<file path="config.mk">
export PLATFORM = sky130hd
export DESIGN_NAME = keyed_pending_packet_queue_core
export DESIGN_NICKNAME = d
export VERILOG_FILES = /design/src/rtl/core/kppq_pkg.sv /design/src/rtl/core/kppq_front.sv /design/src/rtl/core/kppq_cmd_queue.sv /design/src/rtl/core/kppq_back.sv /design/src/rtl/core/keyed_pending_packet_queue_core.sv
export VERILOG_INCLUDE_DIRS = /design/src /design/src/rtl/core
export SDC_FILE = /design/constraint.sdc
export NUM_CORES = 1
export LEC_CHECK = 0
export ABC_CLOCK_PERIOD_IN_PS = 5600
export BUFFER_PORTS_ARGS = -buffer_cell sky130_fd_sc_hd__buf_2
export CAP_MARGIN = 20
export CELL_PAD_IN_SITES_DETAIL_PLACEMENT = 0
export CELL_PAD_IN_SITES_GLOBAL_PLACEMENT = 1
export CORE_UTILIZATION = 45
export DETAILED_ROUTE_END_ITERATION = 8
export HOLD_SLACK_MARGIN = 0.08
export PLACE_DENSITY_LB_ADDON = 0.1
export SKIP_CTS_REPAIR_TIMING = 1
export SYNTH_ARGS = -nofsm -noshare
export SYNTH_HDL_FRONTEND = slang
export SYNTH_SLANG_ARGS = --single-unit
</file>
<file path="constraint.sdc">
create_clock -name clk -period 5.6 [get_ports clk]
set_input_delay 0.56 -clock clk [delete_from_list [all_inputs] [get_ports clk]]
set_output_delay 0.56 -clock clk [all_outputs]
set_load 0.02 [all_outputs]
</file>
<file path="src/rtl/core/keyed_pending_packet_queue_core_defines.svh">
// ----------------------------------------------------------------------------
// Keyed pending packet queue: assertion macros
// Concurrent assertion helpers clocked on clk and held off during arst_n.
// ----------------------------------------------------------------------------
`ifndef KEYED_PENDING_PACKET_QUEUE_CORE_DEFINES_SVH
`define KEYED_PENDING_PACKET_QUEUE_CORE_DEFINES_SVH

`ifndef SYNTHESIS
// same-cycle implication
`define KPPQ_ASSERT_HOLDS(lbl, ante, cons) \
	lbl: assert property (@(posedge clk) disable iff (!arst_n) (ante) |-> (cons)) \
		else $error("kppq assertion failed");
// next-cycle implication
`define KPPQ_ASSERT_NEXT(lbl, ante, cons) \
	lbl: assert property (@(posedge clk) disable iff (!arst_n) (ante) |=> (cons)) \
		else $error("kppq assertion failed");
`else
`define KPPQ_ASSERT_HOLDS(lbl, ante, cons)
`define KPPQ_ASSERT_NEXT(lbl, ante, cons)
`endif

`endif

</file>
<file path="src/rtl/core/kppq_pkg.sv">
// ----------------------------------------------------------------------------
// kppq_pkg
// Shared sizes, descriptor and command types, codes and helpers.
// ----------------------------------------------------------------------------
`default_nettype none

package kppq_pkg;

	localparam int DEPTH             = 16;
	localparam int MAX_MESSAGE_BYTES = 1023;

	localparam int IDX_W  = (DEPTH > 1) ? $clog2(DEPTH) : 1;
	localparam int CNT_W  = $clog2(DEPTH + 1);
	localparam int OCC_W  = 5;
	localparam int ADDR_W = 8;
	localparam int REF_W  = 16;
	localparam int LEN_W  = 10;
	localparam int HOP_W  = 8;

	// command queue between front and back; depth is a power of two
	localparam int FIFO_DEPTH = 2;
	localparam int FPTR_W     = $clog2(FIFO_DEPTH);
	localparam int FCNT_W     = $clog2(FIFO_DEPTH + 1);

	localparam logic [OCC_W-1:0] OCC_FULL = OCC_W'(DEPTH);

	typedef enum logic [1:0] {
		OP_ADD    = 2'd0,
		OP_LOOKUP = 2'd1,
		OP_DELETE = 2'd2,
		OP_POP    = 2'd3
	} opcode_t;

	typedef enum logic [1:0] {
		ST_OK    = 2'd0,
		ST_FULL  = 2'd1,
		ST_EMPTY = 2'd2,
		ST_MISS  = 2'd3
	} status_t;

	typedef struct packed {
		logic [ADDR_W-1:0] src;
		logic [ADDR_W-1:0] dst;
		logic [REF_W-1:0]  handle;
		logic [LEN_W-1:0]  len;
		logic [HOP_W-1:0]  hops;
	} entry_t;

	typedef struct packed {
		opcode_t op;
		entry_t  entry;
	} cmd_t;

	typedef struct packed {
		status_t           status;
		logic              entry_valid;
		entry_t            entry;
		logic [OCC_W-1:0]  occupancy;
	} res_t;

	typedef enum logic [2:0] {
		BS_IDLE,
		BS_EXEC,
		BS_SCAN,
		BS_POP_RD,
		BS_DEL_WR
	} back_state_t;

	// slot index arithmetic modulo DEPTH
	function automatic logic [IDX_W-1:0] wrap_add(input logic [IDX_W-1:0] a,
			input logic [IDX_W-1:0] b);
		logic [IDX_W:0] s;
		s = {1'b0, a} + {1'b0, b};
		if (s >= (IDX_W+1)'(DEPTH)) begin
			s = s - (IDX_W+1)'(DEPTH);
		end
		return s[IDX_W-1:0];
	endfunction

	// clamp stored length to the packet memory limit
	function automatic logic [LEN_W-1:0] sat_len(input logic [LEN_W-1:0] len);
		if (32'(len) > 32'(MAX_MESSAGE_BYTES)) begin
			return LEN_W'(MAX_MESSAGE_BYTES);
		end
		return len;
	endfunction

endpackage

`default_nettype wire

</file>
<file path="src/rtl/core/kppq_front.sv">
// ----------------------------------------------------------------------------
// kppq_front
// Accept input transactions, decode the opcode and register a command.
// ----------------------------------------------------------------------------
`default_nettype none

module kppq_front (
	input  wire logic                         clk,
	input  wire logic                         arst_n,
	input  wire logic                         in_valid,
	output logic                              in_ready,
	input  wire logic [1:0]                   opcode,
	input  wire logic [kppq_pkg::ADDR_W-1:0]  source_address,
	input  wire logic [kppq_pkg::ADDR_W-1:0]  destination_address,
	input  wire logic [kppq_pkg::REF_W-1:0]   message_reference,
	input  wire logic [kppq_pkg::LEN_W-1:0]   message_length,
	input  wire logic [kppq_pkg::HOP_W-1:0]   hop_limit,
	output logic                              cmd_valid,
	input  wire logic                         cmd_ready,
	output kppq_pkg::cmd_t                    cmd
);

	logic           valid_s1;
	kppq_pkg::cmd_t cmd_s1;
	kppq_pkg::cmd_t cmd_dec;
	logic           take;

	always_comb begin
		cmd_dec.op           = kppq_pkg::opcode_t'(opcode);
		cmd_dec.entry.src    = source_address;
		cmd_dec.entry.dst    = destination_address;
		cmd_dec.entry.handle = message_reference;
		cmd_dec.entry.len    = kppq_pkg::sat_len(message_length);
		cmd_dec.entry.hops   = hop_limit;
	end

	assign in_ready = !valid_s1 || cmd_ready;
	assign take     = in_valid && in_ready;

	always_ff @(posedge clk or negedge arst_n) begin
		if (!arst_n) begin
			valid_s1 <= 1'b0;
		end else if (take) begin
			valid_s1 <= 1'b1;
		end else if (cmd_ready) begin
			valid_s1 <= 1'b0;
		end
	end

	always_ff @(posedge clk) begin
		if (take) begin
			cmd_s1 <= cmd_dec;
		end
	end

	assign cmd_valid = valid_s1;
	assign cmd       = cmd_s1;

endmodule

`default_nettype wire

</file>
<file path="src/rtl/core/kppq_cmd_queue.sv">
// ----------------------------------------------------------------------------
// kppq_cmd_queue
// Short command queue that decouples the front from the back engine.
// ----------------------------------------------------------------------------
`default_nettype none

module kppq_cmd_queue (
	input  wire logic           clk,
	input  wire logic           arst_n,
	input  wire logic           push_valid,
	output logic                push_ready,
	input  wire kppq_pkg::cmd_t push_cmd,
	output logic                pop_valid,
	input  wire logic           pop_ready,
	output kppq_pkg::cmd_t      pop_cmd
);

	kppq_pkg::cmd_t                 buf_q [kppq_pkg::FIFO_DEPTH];
	logic [kppq_pkg::FPTR_W-1:0]    wr_ptr_q;
	logic [kppq_pkg::FPTR_W-1:0]    rd_ptr_q;
	logic [kppq_pkg::FCNT_W-1:0]    cnt_q;
	logic                           push;
	logic                           pop;

	assign push_ready = cnt_q != kppq_pkg::FCNT_W'(kppq_pkg::FIFO_DEPTH);
	assign pop_valid  = cnt_q != '0;
	assign push       = push_valid && push_ready;
	assign pop        = pop_valid && pop_ready;
	assign pop_cmd    = buf_q[rd_ptr_q];

	always_ff @(posedge clk or negedge arst_n) begin
		if (!arst_n) begin
			wr_ptr_q <= '0;
			rd_ptr_q <= '0;
			cnt_q    <= '0;
		end else begin
			if (push) begin
				wr_ptr_q <= wr_ptr_q + 1'b1;
			end
			if (pop) begin
				rd_ptr_q <= rd_ptr_q + 1'b1;
			end
			if (push && !pop) begin
				cnt_q <= cnt_q + 1'b1;
			end else if (pop && !push) begin
				cnt_q <= cnt_q - 1'b1;
			end
		end
	end

	always_ff @(posedge clk) begin
		if (push) begin
			buf_q[wr_ptr_q] <= push_cmd;
		end
	end

endmodule

`default_nettype wire

</file>
<file path="src/rtl/core/kppq_back.sv">
// ----------------------------------------------------------------------------
// kppq_back
// Execute commands against the slot RAM and hold the result register.
// ----------------------------------------------------------------------------
`default_nettype none

module kppq_back (
	input  wire logic           clk,
	input  wire logic           arst_n,
	input  wire logic           cmd_valid,
	output logic                cmd_ready,
	input  wire kppq_pkg::cmd_t cmd,
	output logic                out_valid,
	input  wire logic           out_ready,
	output kppq_pkg::res_t      res
);

	localparam int IW = kppq_pkg::IDX_W;
	localparam int CW = kppq_pkg::CNT_W;

	// slot RAM, ring-addressed from head_q
	kppq_pkg::entry_t        mem [kppq_pkg::DEPTH];
	kppq_pkg::entry_t        rd_data_q;
	logic [IW-1:0]           rd_addr;
	logic                    mem_we;
	logic [IW-1:0]           mem_waddr;
	kppq_pkg::entry_t        mem_wdata;

	kppq_pkg::back_state_t   state_q, state_d;
	kppq_pkg::cmd_t          cmd_q;
	logic [CW-1:0]           count_q, count_d;
	logic [IW-1:0]           head_q, head_d;
	logic [CW-1:0]           issue_q, issue_d;
	logic                    cmp_vld_q, cmp_vld_d;
	logic [IW-1:0]           cmp_idx_q, cmp_idx_d;
	logic [IW-1:0]           hit_idx_q, hit_idx_d;
	kppq_pkg::entry_t        found_q, found_d;
	logic                    out_valid_q;
	kppq_pkg::res_t          res_q;

	logic                    take;
	logic                    hit;
	logic                    more;
	logic                    full;
	logic                    empty;
	logic                    fin;
	kppq_pkg::res_t          fin_res;

	assign take  = cmd_valid && cmd_ready;
	assign hit   = cmp_vld_q && (rd_data_q.dst == cmd_q.entry.dst);
	assign more  = issue_q < count_q;
	assign full  = count_q == CW'(kppq_pkg::DEPTH);
	assign empty = count_q == '0;

	// next state
	always_comb begin
		state_d = state_q;
		case (state_q)
			kppq_pkg::BS_IDLE: begin
				if (take) begin
					state_d = kppq_pkg::BS_EXEC;
				end
			end
			kppq_pkg::BS_EXEC: begin
				case (cmd_q.op)
					kppq_pkg::OP_ADD:    state_d = kppq_pkg::BS_IDLE;
					kppq_pkg::OP_LOOKUP: state_d = kppq_pkg::BS_SCAN;
					kppq_pkg::OP_DELETE: state_d = kppq_pkg::BS_SCAN;
					kppq_pkg::OP_POP: begin
						state_d = empty ? kppq_pkg::BS_IDLE : kppq_pkg::BS_POP_RD;
					end
					default: state_d = kppq_pkg::BS_IDLE;
				endcase
			end
			kppq_pkg::BS_SCAN: begin
				if (hit) begin
					state_d = (cmd_q.op == kppq_pkg::OP_DELETE) ?
						kppq_pkg::BS_DEL_WR : kppq_pkg::BS_IDLE;
				end else if (!more && !cmp_vld_q) begin
					state_d = kppq_pkg::BS_IDLE;
				end
			end
			kppq_pkg::BS_POP_RD: state_d = kppq_pkg::BS_IDLE;
			kppq_pkg::BS_DEL_WR: state_d = kppq_pkg::BS_IDLE;
			default:             state_d = kppq_pkg::BS_IDLE;
		endcase
	end

	// datapath controls and result
	always_comb begin
		cmd_ready = 1'b0;
		rd_addr   = kppq_pkg::wrap_add(head_q, issue_q[IW-1:0]);
		mem_we    = 1'b0;
		mem_waddr = kppq_pkg::wrap_add(head_q, count_q[IW-1:0]);
		mem_wdata = cmd_q.entry;
		count_d   = count_q;
		head_d    = head_q;
		issue_d   = issue_q;
		cmp_vld_d = cmp_vld_q;
		cmp_idx_d = cmp_idx_q;
		hit_idx_d = hit_idx_q;
		found_d   = found_q;
		fin       = 1'b0;
		fin_res   = '0;
		case (state_q)
			kppq_pkg::BS_IDLE: begin
				cmd_ready = !out_valid_q;
			end
			kppq_pkg::BS_EXEC: begin
				case (cmd_q.op)
					kppq_pkg::OP_ADD: begin
						fin = 1'b1;
						if (full) begin
							fin_res.status = kppq_pkg::ST_FULL;
						end else begin
							mem_we         = 1'b1;
							count_d        = count_q + 1'b1;
							fin_res.status = kppq_pkg::ST_OK;
						end
					end
					kppq_pkg::OP_POP: begin
						rd_addr = head_q;
						if (empty) begin
							fin            = 1'b1;
							fin_res.status = kppq_pkg::ST_EMPTY;
						end
					end
					default: begin
						issue_d   = '0;
						cmp_vld_d = 1'b0;
					end
				endcase
			end
			kppq_pkg::BS_POP_RD: begin
				// head read is in rd_data_q; advance the ring
				fin                 = 1'b1;
				fin_res.status      = kppq_pkg::ST_OK;
				fin_res.entry_valid = 1'b1;
				fin_res.entry       = rd_data_q;
				head_d              = kppq_pkg::wrap_add(head_q, IW'(1));
				count_d             = count_q - 1'b1;
			end
			kppq_pkg::BS_SCAN: begin
				if (hit) begin
					found_d   = rd_data_q;
					hit_idx_d = cmp_idx_q;
					cmp_vld_d = 1'b0;
					// fetch the last slot to fill the hole on delete
					rd_addr   = kppq_pkg::wrap_add(head_q, IW'(count_q - 1'b1));
					if (cmd_q.op != kppq_pkg::OP_DELETE) begin
						fin                 = 1'b1;
						fin_res.status      = kppq_pkg::ST_OK;
						fin_res.entry_valid = 1'b1;
						fin_res.entry       = rd_data_q;
					end
				end else if (more) begin
					cmp_vld_d = 1'b1;
					cmp_idx_d = issue_q[IW-1:0];
					issue_d   = issue_q + 1'b1;
				end else begin
					cmp_vld_d = 1'b0;
					if (!cmp_vld_q) begin
						fin            = 1'b1;
						fin_res.status = kppq_pkg::ST_MISS;
					end
				end
			end
			kppq_pkg::BS_DEL_WR: begin
				mem_we              = 1'b1;
				mem_waddr           = kppq_pkg::wrap_add(head_q, hit_idx_q);
				mem_wdata           = rd_data_q;
				count_d             = count_q - 1'b1;
				fin                 = 1'b1;
				fin_res.status      = kppq_pkg::ST_OK;
				fin_res.entry_valid = 1'b1;
				fin_res.entry       = found_q;
			end
			default: begin
				cmd_ready = 1'b0;
			end
		endcase
		fin_res.occupancy = kppq_pkg::OCC_W'(count_d);
	end

	always_ff @(posedge clk or negedge arst_n) begin
		if (!arst_n) begin
			state_q     <= kppq_pkg::BS_IDLE;
			count_q     <= '0;
			head_q      <= '0;
			cmp_vld_q   <= 1'b0;
			out_valid_q <= 1'b0;
		end else begin
			state_q   <= state_d;
			count_q   <= count_d;
			head_q    <= head_d;
			cmp_vld_q <= cmp_vld_d;
			if (fin) begin
				out_valid_q <= 1'b1;
			end else if (out_ready) begin
				out_valid_q <= 1'b0;
			end
		end
	end

	always_ff @(posedge clk) begin
		if (take) begin
			cmd_q <= cmd;
		end
		if (fin) begin
			res_q <= fin_res;
		end
		issue_q   <= issue_d;
		cmp_idx_q <= cmp_idx_d;
		hit_idx_q <= hit_idx_d;
		found_q   <= found_d;
	end

	always_ff @(posedge clk) begin
		if (mem_we) begin
			mem[mem_waddr] <= mem_wdata;
		end
		rd_data_q <= mem[rd_addr];
	end

	assign out_valid = out_valid_q;
	assign res       = res_q;

endmodule

`default_nettype wire

</file>
<file path="src/rtl/core/keyed_pending_packet_queue_core.sv">
// ----------------------------------------------------------------------------
// keyed_pending_packet_queue_core: keyed store of pending packet descriptors
// The back engine runs one command at a time and sets the throughput: a lookup
// or delete scans the occupied slots with one slot RAM read per cycle until a
// hit or the last slot; a delete hit then moves the last slot into the hole.
// Reset clears the entry count, ring head and all valid flags; the slot RAM
// is not cleared since only occupied slots are ever read.
// ----------------------------------------------------------------------------
`default_nettype none
`include "keyed_pending_packet_queue_core_defines.svh"

module keyed_pending_packet_queue_core (
	input  wire logic                         clk,
	input  wire logic                         arst_n,

	// request channel
	input  wire logic                         in_valid,
	output logic                              in_ready,
	input  wire logic [1:0]                   opcode,
	input  wire logic [kppq_pkg::ADDR_W-1:0]  source_address,
	input  wire logic [kppq_pkg::ADDR_W-1:0]  destination_address,
	input  wire logic [kppq_pkg::REF_W-1:0]   message_reference,
	input  wire logic [kppq_pkg::LEN_W-1:0]   message_length,
	input  wire logic [kppq_pkg::HOP_W-1:0]   hop_limit,

	// result channel
	output logic                              out_valid,
	input  wire logic                         out_ready,
	output logic [1:0]                        status,
	output logic                              entry_valid,
	output logic [kppq_pkg::ADDR_W-1:0]       entry_source,
	output logic [kppq_pkg::ADDR_W-1:0]       entry_destination,
	output logic [kppq_pkg::REF_W-1:0]        entry_reference,
	output logic [kppq_pkg::LEN_W-1:0]        entry_length,
	output logic [kppq_pkg::HOP_W-1:0]        entry_hop_limit,
	output logic [kppq_pkg::OCC_W-1:0]        occupancy
);

	// front -> queue
	logic           f_valid;
	logic           f_ready;
	kppq_pkg::cmd_t f_cmd;

	// queue -> back
	logic           q_valid;
	logic           q_ready;
	kppq_pkg::cmd_t q_cmd;

	kppq_pkg::res_t res;

	// Front: accept a request transaction, decode the opcode, clamp the
	// length and hold the command in one register stage.
	kppq_front u_front (
		.clk                 (clk),
		.arst_n              (arst_n),
		.in_valid            (in_valid),
		.in_ready            (in_ready),
		.opcode              (opcode),
		.source_address      (source_address),
		.destination_address (destination_address),
		.message_reference   (message_reference),
		.message_length      (message_length),
		.hop_limit           (hop_limit),
		.cmd_valid           (f_valid),
		.cmd_ready           (f_ready),
		.cmd                 (f_cmd)
	);

	// Queue: buffer commands so the front keeps accepting while the back
	// engine scans or waits on a stalled result.
	kppq_cmd_queue u_queue (
		.clk        (clk),
		.arst_n     (arst_n),
		.push_valid (f_valid),
		.push_ready (f_ready),
		.push_cmd   (f_cmd),
		.pop_valid  (q_valid),
		.pop_ready  (q_ready),
		.pop_cmd    (q_cmd)
	);

	// Back: run one command at a time against the slot ring. The ring
	// head stands in for the shift on pop; delete moves the last slot
	// into the hole.
	kppq_back u_back (
		.clk       (clk),
		.arst_n    (arst_n),
		.cmd_valid (q_valid),
		.cmd_ready (q_ready),
		.cmd       (q_cmd),
		.out_valid (out_valid),
		.out_ready (out_ready),
		.res       (res)
	);

	// Unpack the result register onto the port fields.
	assign status            = res.status;
	assign entry_valid       = res.entry_valid;
	assign entry_source      = res.entry.src;
	assign entry_destination = res.entry.dst;
	assign entry_reference   = res.entry.handle;
	assign entry_length      = res.entry.len;
	assign entry_hop_limit   = res.entry.hops;
	assign occupancy         = res.occupancy;

	// A rejected add only happens with every slot taken.
	`KPPQ_ASSERT_HOLDS(a_full_occ, out_valid && status == kppq_pkg::ST_FULL, occupancy == kppq_pkg::OCC_FULL)
	// Pop reports empty only with no slot taken.
	`KPPQ_ASSERT_HOLDS(a_empty_occ, out_valid && status == kppq_pkg::ST_EMPTY, occupancy == '0)
	// A returned descriptor always comes with an ok status.
	`KPPQ_ASSERT_HOLDS(a_entry_ok, out_valid && entry_valid, status == kppq_pkg::ST_OK)
	// The back engine takes a command only while the result register is free.
	`KPPQ_ASSERT_HOLDS(a_take_free, q_valid && q_ready, !out_valid)
	// Without a descriptor the entry fields read as zero.
	`KPPQ_ASSERT_HOLDS(a_zero_fields, out_valid && !entry_valid, entry_reference == '0 && entry_destination == '0)

endmodule

`default_nettype wire
</file>
**After elaboration in Yosys (flattened, before gate mapping)**

Memories as Yosys holds them, arrays and structs flattened. A register that Yosys moved wholly into a read port is not among the register bits.
Cells that the tools add are included.

- Bits in writable memories: 904
- Word-level logic and storage cells: 162
- Memories: 2
- Bits in registers: 192

- Muxes and demuxes: 59
- Reductions and logical operators: 30
- Equal/unequal tests: 16
- Bitwise logic cells: 1
- $lt $le $gt $ge: 6
- Add/sub/neg operators: 17

Memories:

| memory | words | width | read ports | clocked after memory_dff | write ports | line | RTL |
|---|---|---|---|---|---|---|---|
| u_back.mem | 16 | 50 | 1 | 1 | 1 | kppq_back.sv:22 | `kppq_pkg::entry_t mem [kppq_pkg::DEPTH];` |
| u_queue.buf_q | 2 | 52 | 1 | 1 | 1 | kppq_cmd_queue.sv:18 | `kppq_pkg::cmd_t buf_q [kppq_pkg::FIFO_DEPTH];` |

Operator list:

| cell | number |
|---|---|
| $pmux 51 s3 | 1 |
| $mux 51 | 2 |
| $mux 50 | 1 |
| $mux 4 | 8 |
| $ge 5x5->1 const B | 5 |
| $mux 5 | 5 |
| $add 4x4->5 | 4 |
| $mux 1 | 20 |
| $pmux 5 s2 | 2 |
| $sub 4x1->4 const B | 5 |
| $pmux 3 s3 | 2 |
| $mux 2 | 7 |
| $mux 3 | 4 |
| $add 5x1->5 const B | 2 |
| $ne 2x2->1 const B | 5 |
| $reduce_bool 2->1 | 5 |
| $eq 8x8->1 | 1 |
| $pmux 2 s2 | 2 |
| $pmux 4 s2 | 1 |
| $logic_and 1x1->1 | 7 |
| $eq 3x2->1 const B | 2 |
| $logic_not 1->1 | 6 |
| $pmux 1 s2 | 3 |
| $reduce_and 2->1 | 3 |
| 22 further kinds | 26 |

**Longest topological paths before layout**

- Depth after elaboration: 6
- Depth in mapped cells: 14
- Gate-level depth less buffers: 12

**By module**

A second synthesis with hierarchy kept.

- Cell total of the unflattened synthesis: 2791
- Area total of the unflattened synthesis: 46432.0 um^2

By module, submodules not included:

| module | instances | area each (um^2) | cells an instance | seq. area each (um^2) |
|---|---|---|---|---|
| kppq_back | 1 | 40619.0 | 2555 | 30569.3 |
| kppq_cmd_queue | 1 | 4197.8 | 180 | 3223.1 |
| kppq_front | 1 | 1615.3 | 56 | 1586.5 |

**Worst setup path after synthesis**

No wires, ideal clock.

- Path kind: reg2reg
- Start point: register u_back.state_q[2]
- End point: memory u_back.mem[2][0] in the netlist's numbering, enable pin
- Setup slack: 0.074 ns
- Library setup time: 0.458 ns
- Data required time: 5.142 ns
- Cell stages (with the launch flop): 13
- Period minus slack after synthesis: 5.526 ns
- Data arrival time: 5.069 ns
- Path buffers: 3
- Cells stage by stage: dfrtp_1 > buf_2 > clkinv_1 > nor3_1 > clkbuf_1 > clkbuf_1 > nand2_1 > o21ai_0 > ha_1 > inv_1 > fa_1 > or3_1 > nor2_1

- Word-level cells in the longest chain between the ends: 4

Ends and longest elaborated chain:

| item | line | RTL |
|---|---|---|
| from (decl) | kppq_back.sv:29 | `kppq_pkg::back_state_t state_q, state_d;` |
| from (signal assigned) | kppq_back.sv:187 | `state_q <= kppq_pkg::BS_IDLE;` |
| from (signal assigned) | kppq_back.sv:193 | `state_q <= state_d;` |
| $eq 3x3->1 / $eq 3x1->1 (equally long branches) | kppq_back.sv:105 | `case (state_q)` |
| $pmux 1 s2 | kppq_back.sv:105 |  |
| $mux 1 | kppq_back.sv:219 | `if (mem_we) begin` |
| $mux 1 (implied by the code) | kppq_back.sv:220 | `mem[mem_waddr] <= mem_wdata;` |
| to (decl) | kppq_back.sv:22 |  |

Parallel ways exist; a longest one is shown, timed or not.

**Worst setup path in the final report**

- Start point: register u_back.state_q[2]
- End point: memory u_back.mem[8][25] in the netlist's numbering, enable pin

Same word-level chain as after synthesis.

==> results by group <==
Floorplanning
  – Area of the placeable core: 98700 um2
  – Initial core utilization: 45.5%
  – Die X: 318 um
  – Die area: 101000 um2
  – Num ports: 116
  – Die span in y: 318 um
  – Num rows: 115

Clock tree
  – CTS Buf Count: 130
  – CTS tree: built
  – Root Buffer: sky130_fd_sc_hd__clkbuf_16
  – CTS H-tree lvls: 4
  – Buffers from clock root to sink, at most: 3
  – Total clock sinks: 1198
  – Clock latency of the later-clocked register in the worst-skew pair: 730 ps
  – Clock transition at the registers of the reported paths: 60 ps

Final layout
  – Most common cell after layout, fill and taps aside: sky130_fd_sc_hd__edfxtp_1
  – Final core utilization: 53.0%
  – Layout cells sized above 1: 18.7%
  – Area occupied by registers: 35400 um2
  – Final net count: 2709
  – Non-filler instance count after layout: 4015
  – Number of diodes: 0
  – Post-route design area: 52300 um2
  – Combined area of the multi-input logic cells: 9050 um2
  – Most frequent cells in the layout: sky130_fd_sc_hd__edfxtp_1 (1129), sky130_fd_sc_hd__mux2i_1 (401), sky130_fd_sc_hd__o22ai_1 (200), sky130_fd_sc_hd__clkbuf_16 (137), sky130_fd_sc_hd__buf_2 (115)
  – Area added between synthesis and finish: 16.3%
  – Filler cell count: 7760

Global routing
  – Maximum number of pins on one net before global-route repair: 53
  – Wire length of the first global-routing pass: 157 mm
  – Vias in the first global route: 22903
  – Initial antenna violation count: 3
  – Grt ovf: 0
  – Total routing usage reported by global routing: 21.5%

STA
  – Setup repair after global routing missed its margin: false
  – Period minus WS final: 4530 ps
  – Setup WS post-layout: 1070 ps
  – Final cycle utilization of the critical path: 80.9%
  – Timing-limited maximum frequency: 221 MHz
  – Worst slew slack as a fraction of its limit: 31.2%
  – Worst hold margin: 107 ps
  – Setup-failing EPs final: 0
  – Hold Fails Final Rpt: 0
  – Final setup TNS: 0 ps
  – Slew Limit Fails: 0
  – Slew at the pin closest to its max-slew limit: 1030 ps
  – Clock skew after layout: 20.1 ps

Setup path
  – Path depth of the worst reg2reg path: 12
  – Setup crit start kind: flop
  – Data arrival time of the worst path: 4900 ps
  – WP data required: 5970 ps
  – Worst R2R End: u_back.mem[8][25]
  – Critical Path Max Stage Delay: 700 ps
  – Critical path endpoint: u_back.mem[8][25]
  – Slowest cell on the critical path: sky130_fd_sc_hd__nor3_2
  – Worst flop-to-flop path startpoint: u_back.state_q[2]
  – Maximum fanout encountered on the critical timing path: 42
  – Cell breakdown of the critical path: clkinv_1 -> nor3_2 -> nor2_1 -> a21o_1 -> ha_1 -> a21o_1 -> a21oi_1 -> xnor2_1 -> xnor2_1 -> nand2_1 -> nor2_4 -> buf_12
  – CP endpoint kind: flop
  – Flop-to-flop setup slack: 1070 ps
  – Startpoint of the most critical setup path: u_back.state_q[2]
  – Setup CP Type: reg2reg

Synthesis
  – Yosys reg bits: 1198
  – Area share of the leading cell type in the synthesized netlist: 75.4%
  – Nets in the synthesized netlist: 2447
  – Number of warnings reported in the yosys synthesis log: 0
  – Combined area of all synthesized cells: 45000 um2
  – Number of distinct library cells after synthesis: 59
  – Number of instances in the synthesized netlist: 2365
  – Main synth FF type: sky130_fd_sc_hd__edfxtp_1
  – Synthesized area per cell: 19.0 um2
  – Register area share after synthesis: 78.7%
  – Count of flip-flops with a built-in enable after synthesis: 1129
  – Proportion of synthesized flip-flops having asynchronous set or reset: 1.59%
  – Top cells by area, synth: sky130_fd_sc_hd__edfxtp_1 (75%), sky130_fd_sc_hd__mux2i_1 (8.9%), sky130_fd_sc_hd__o22ai_1 (2.8%)
  – Cell accounting for the most synthesized area: sky130_fd_sc_hd__edfxtp_1

Power and ir drop
  – Post-route total power: 34.0 mW
  – Power Internal: 22.0 mW
  – Portion of total power attributed to combinational logic: 37.7%
  – Highest ir drop seen on vdd: 0.572 mV
  – Pwr/cell area: 650 nW/um2
  – Clock group share of total power: 24.1%
  – Power share of the sequential group: 38.1%
  – Switching power: 12.0 mW
  – Switching part of the total power: 35.2%
  – Leak pwr: 18.5 nW

Drt
  – Detailed-router iteration count before antenna repair: 5
  – Ratio of routed vias to standard cells: 5.58
  – Total detailed-routing wirelength: 108 mm
  – Routed len/inst: 27.0 um
  – Residual DRC: 0
  – Vias: 22398
  – Number of DRC violations after detailed-routing iteration 0: 1585
  – Antenna-violating nets left: 0

Placement
  – Placement Setup Slack: 1030 ps
  – Final weighted congestion in routability-driven placement: 0.768
  – Count of port buffers added during placement: 115
  – Sum of net half-perimeters after detailed placement: 58.3 mm
  – Total instance count after detailed placement: 3728
  – Placement-stage cell area: 47700 um2

Min path
  – HP Class: in2reg

Flow run
  – Count of maximum capacitance violations: 0

Status
  – Status: finished, final reports clean
## synth_stat cells, types with 7 or more instances
cell and instances:
sky130_fd_sc_hd__buf_2 52, sky130_fd_sc_hd__xor2_1 9, sky130_fd_sc_hd__o21ai_0 11, sky130_fd_sc_hd__edfxtp_1 1129, sky130_fd_sc_hd__xnor2_1 24, sky130_fd_sc_hd__nand3_1 10, sky130_fd_sc_hd__a22o_1 50, sky130_fd_sc_hd__a21o_1 9
sky130_fd_sc_hd__dfxtp_1 50, sky130_fd_sc_hd__o22ai_1 200, sky130_fd_sc_hd__nand2_1 24, sky130_fd_sc_hd__buf_4 30, sky130_fd_sc_hd__nand3_2 7, sky130_fd_sc_hd__mux2i_1 401, sky130_fd_sc_hd__nor2_1 44, sky130_fd_sc_hd__clkbuf_1 27
sky130_fd_sc_hd__inv_1 16, sky130_fd_sc_hd__or4_1 50, sky130_fd_sc_hd__dfrtp_1 19, sky130_fd_sc_hd__a21oi_1 13, sky130_fd_sc_hd__ha_1 23, sky130_fd_sc_hd__mux2_2 103
## worst max-delay path: cells and delay by family, from the launching register on
family	cells	cell delay, ps
AND/OR/NAND/NOR	4	1590
buffers and inverters	2	710
flip-flops	1	540
XOR/XNOR	2	420
adder cells (fa/ha/maj)	1	280
AO/OA/AOI/OAI	3	590
## cell families (layout without fill, tap and decap cells)
group                    after synthesis  after routing  synth area share, %
flip-flops                          1198           1198                 78.7
multiplexers                         505            505                 11.6
AO/OA/AOI/OAI                        303            303                 4.56
AND/OR/NAND/NOR                      166            166                 2.17
buffers and inverters                133            496                 1.56
XOR/XNOR                              34             34                0.679
adder cells (fa/ha/maj)               26             26                0.774
## cell type report
class                      count  area share, %
tap                         1287           3.08
timing repair buffer         245           4.01
multi-input combinational   1034           17.3
sequential                  1198           67.6
clock inverter                49          0.773
inverter                      18          0.134
clock buffer                 184           7.06
## power groups by stage
stage	clock (mW)	sequential, mW	combinational, mW
2_1_floorplan	0	13.0	8.40
3_3_place_gp	0	13.1	12.8
3_5_place_dp	0	13.2	13.0
4_1_cts	8.38	13.0	13.0
5_1_grt	8.74	13.1	13.8
6_report	8.20	13.0	12.8
## how the worst min path moves through the flow
stage / from / end / slack, ps / cells after the start
floorplan: arst_n / u_back.cmp_vld_q / 260 / 0
CTS: arst_n / u_back.state_q[0] / -230 / 1
finish: out_ready / u_back.out_valid / 110 / 3
global route: out_ready / u_back.out_valid / 90 / 3
global placement: u_back.cmp_idx_q[3] / u_back.hit_idx_q[3] / 410 / 0
detailed placement: u_back.cmp_idx_q[2] / u_back.hit_idx_q[2] / 400 / 0
## sequential cells by signal, summed over array words and instances (netlist names)
name	count
u_back.head_q	4
u_queue.cnt_q	2
u_back.state_q	3
u_queue.wr_ptr_q	1
u_back.out_valid	1
u_back.cmd_q	52
u_back.mem	800
u_back.res	58
u_queue.buf_q	104
u_back.cmp_idx_q	4
u_front.cmd	52
u_queue.rd_ptr_q	1
u_back.found_q	50
u_back.cmp_vld_q	1
u_front.cmd_valid	1
u_back.issue_q	5
u_back.rd_data_q	50
u_back.count_q	5
u_back.hit_idx_q	4
## metal layers
| metal | track usage, % | up-vias | part of all wire, % |
|---|---|---|---|
| li1 | - | 10055 | - |
| met1 | 29.0 | 11727 | 44 |
| met2 | 36.3 | 462 | 50 |
| met3 | 3.31 | 154 | 3.6 |
| met4 | 5.90 | 0 | 1.9 |
| met5 | 0 | - | 0 |
Power figures use the tool's default switching activity.
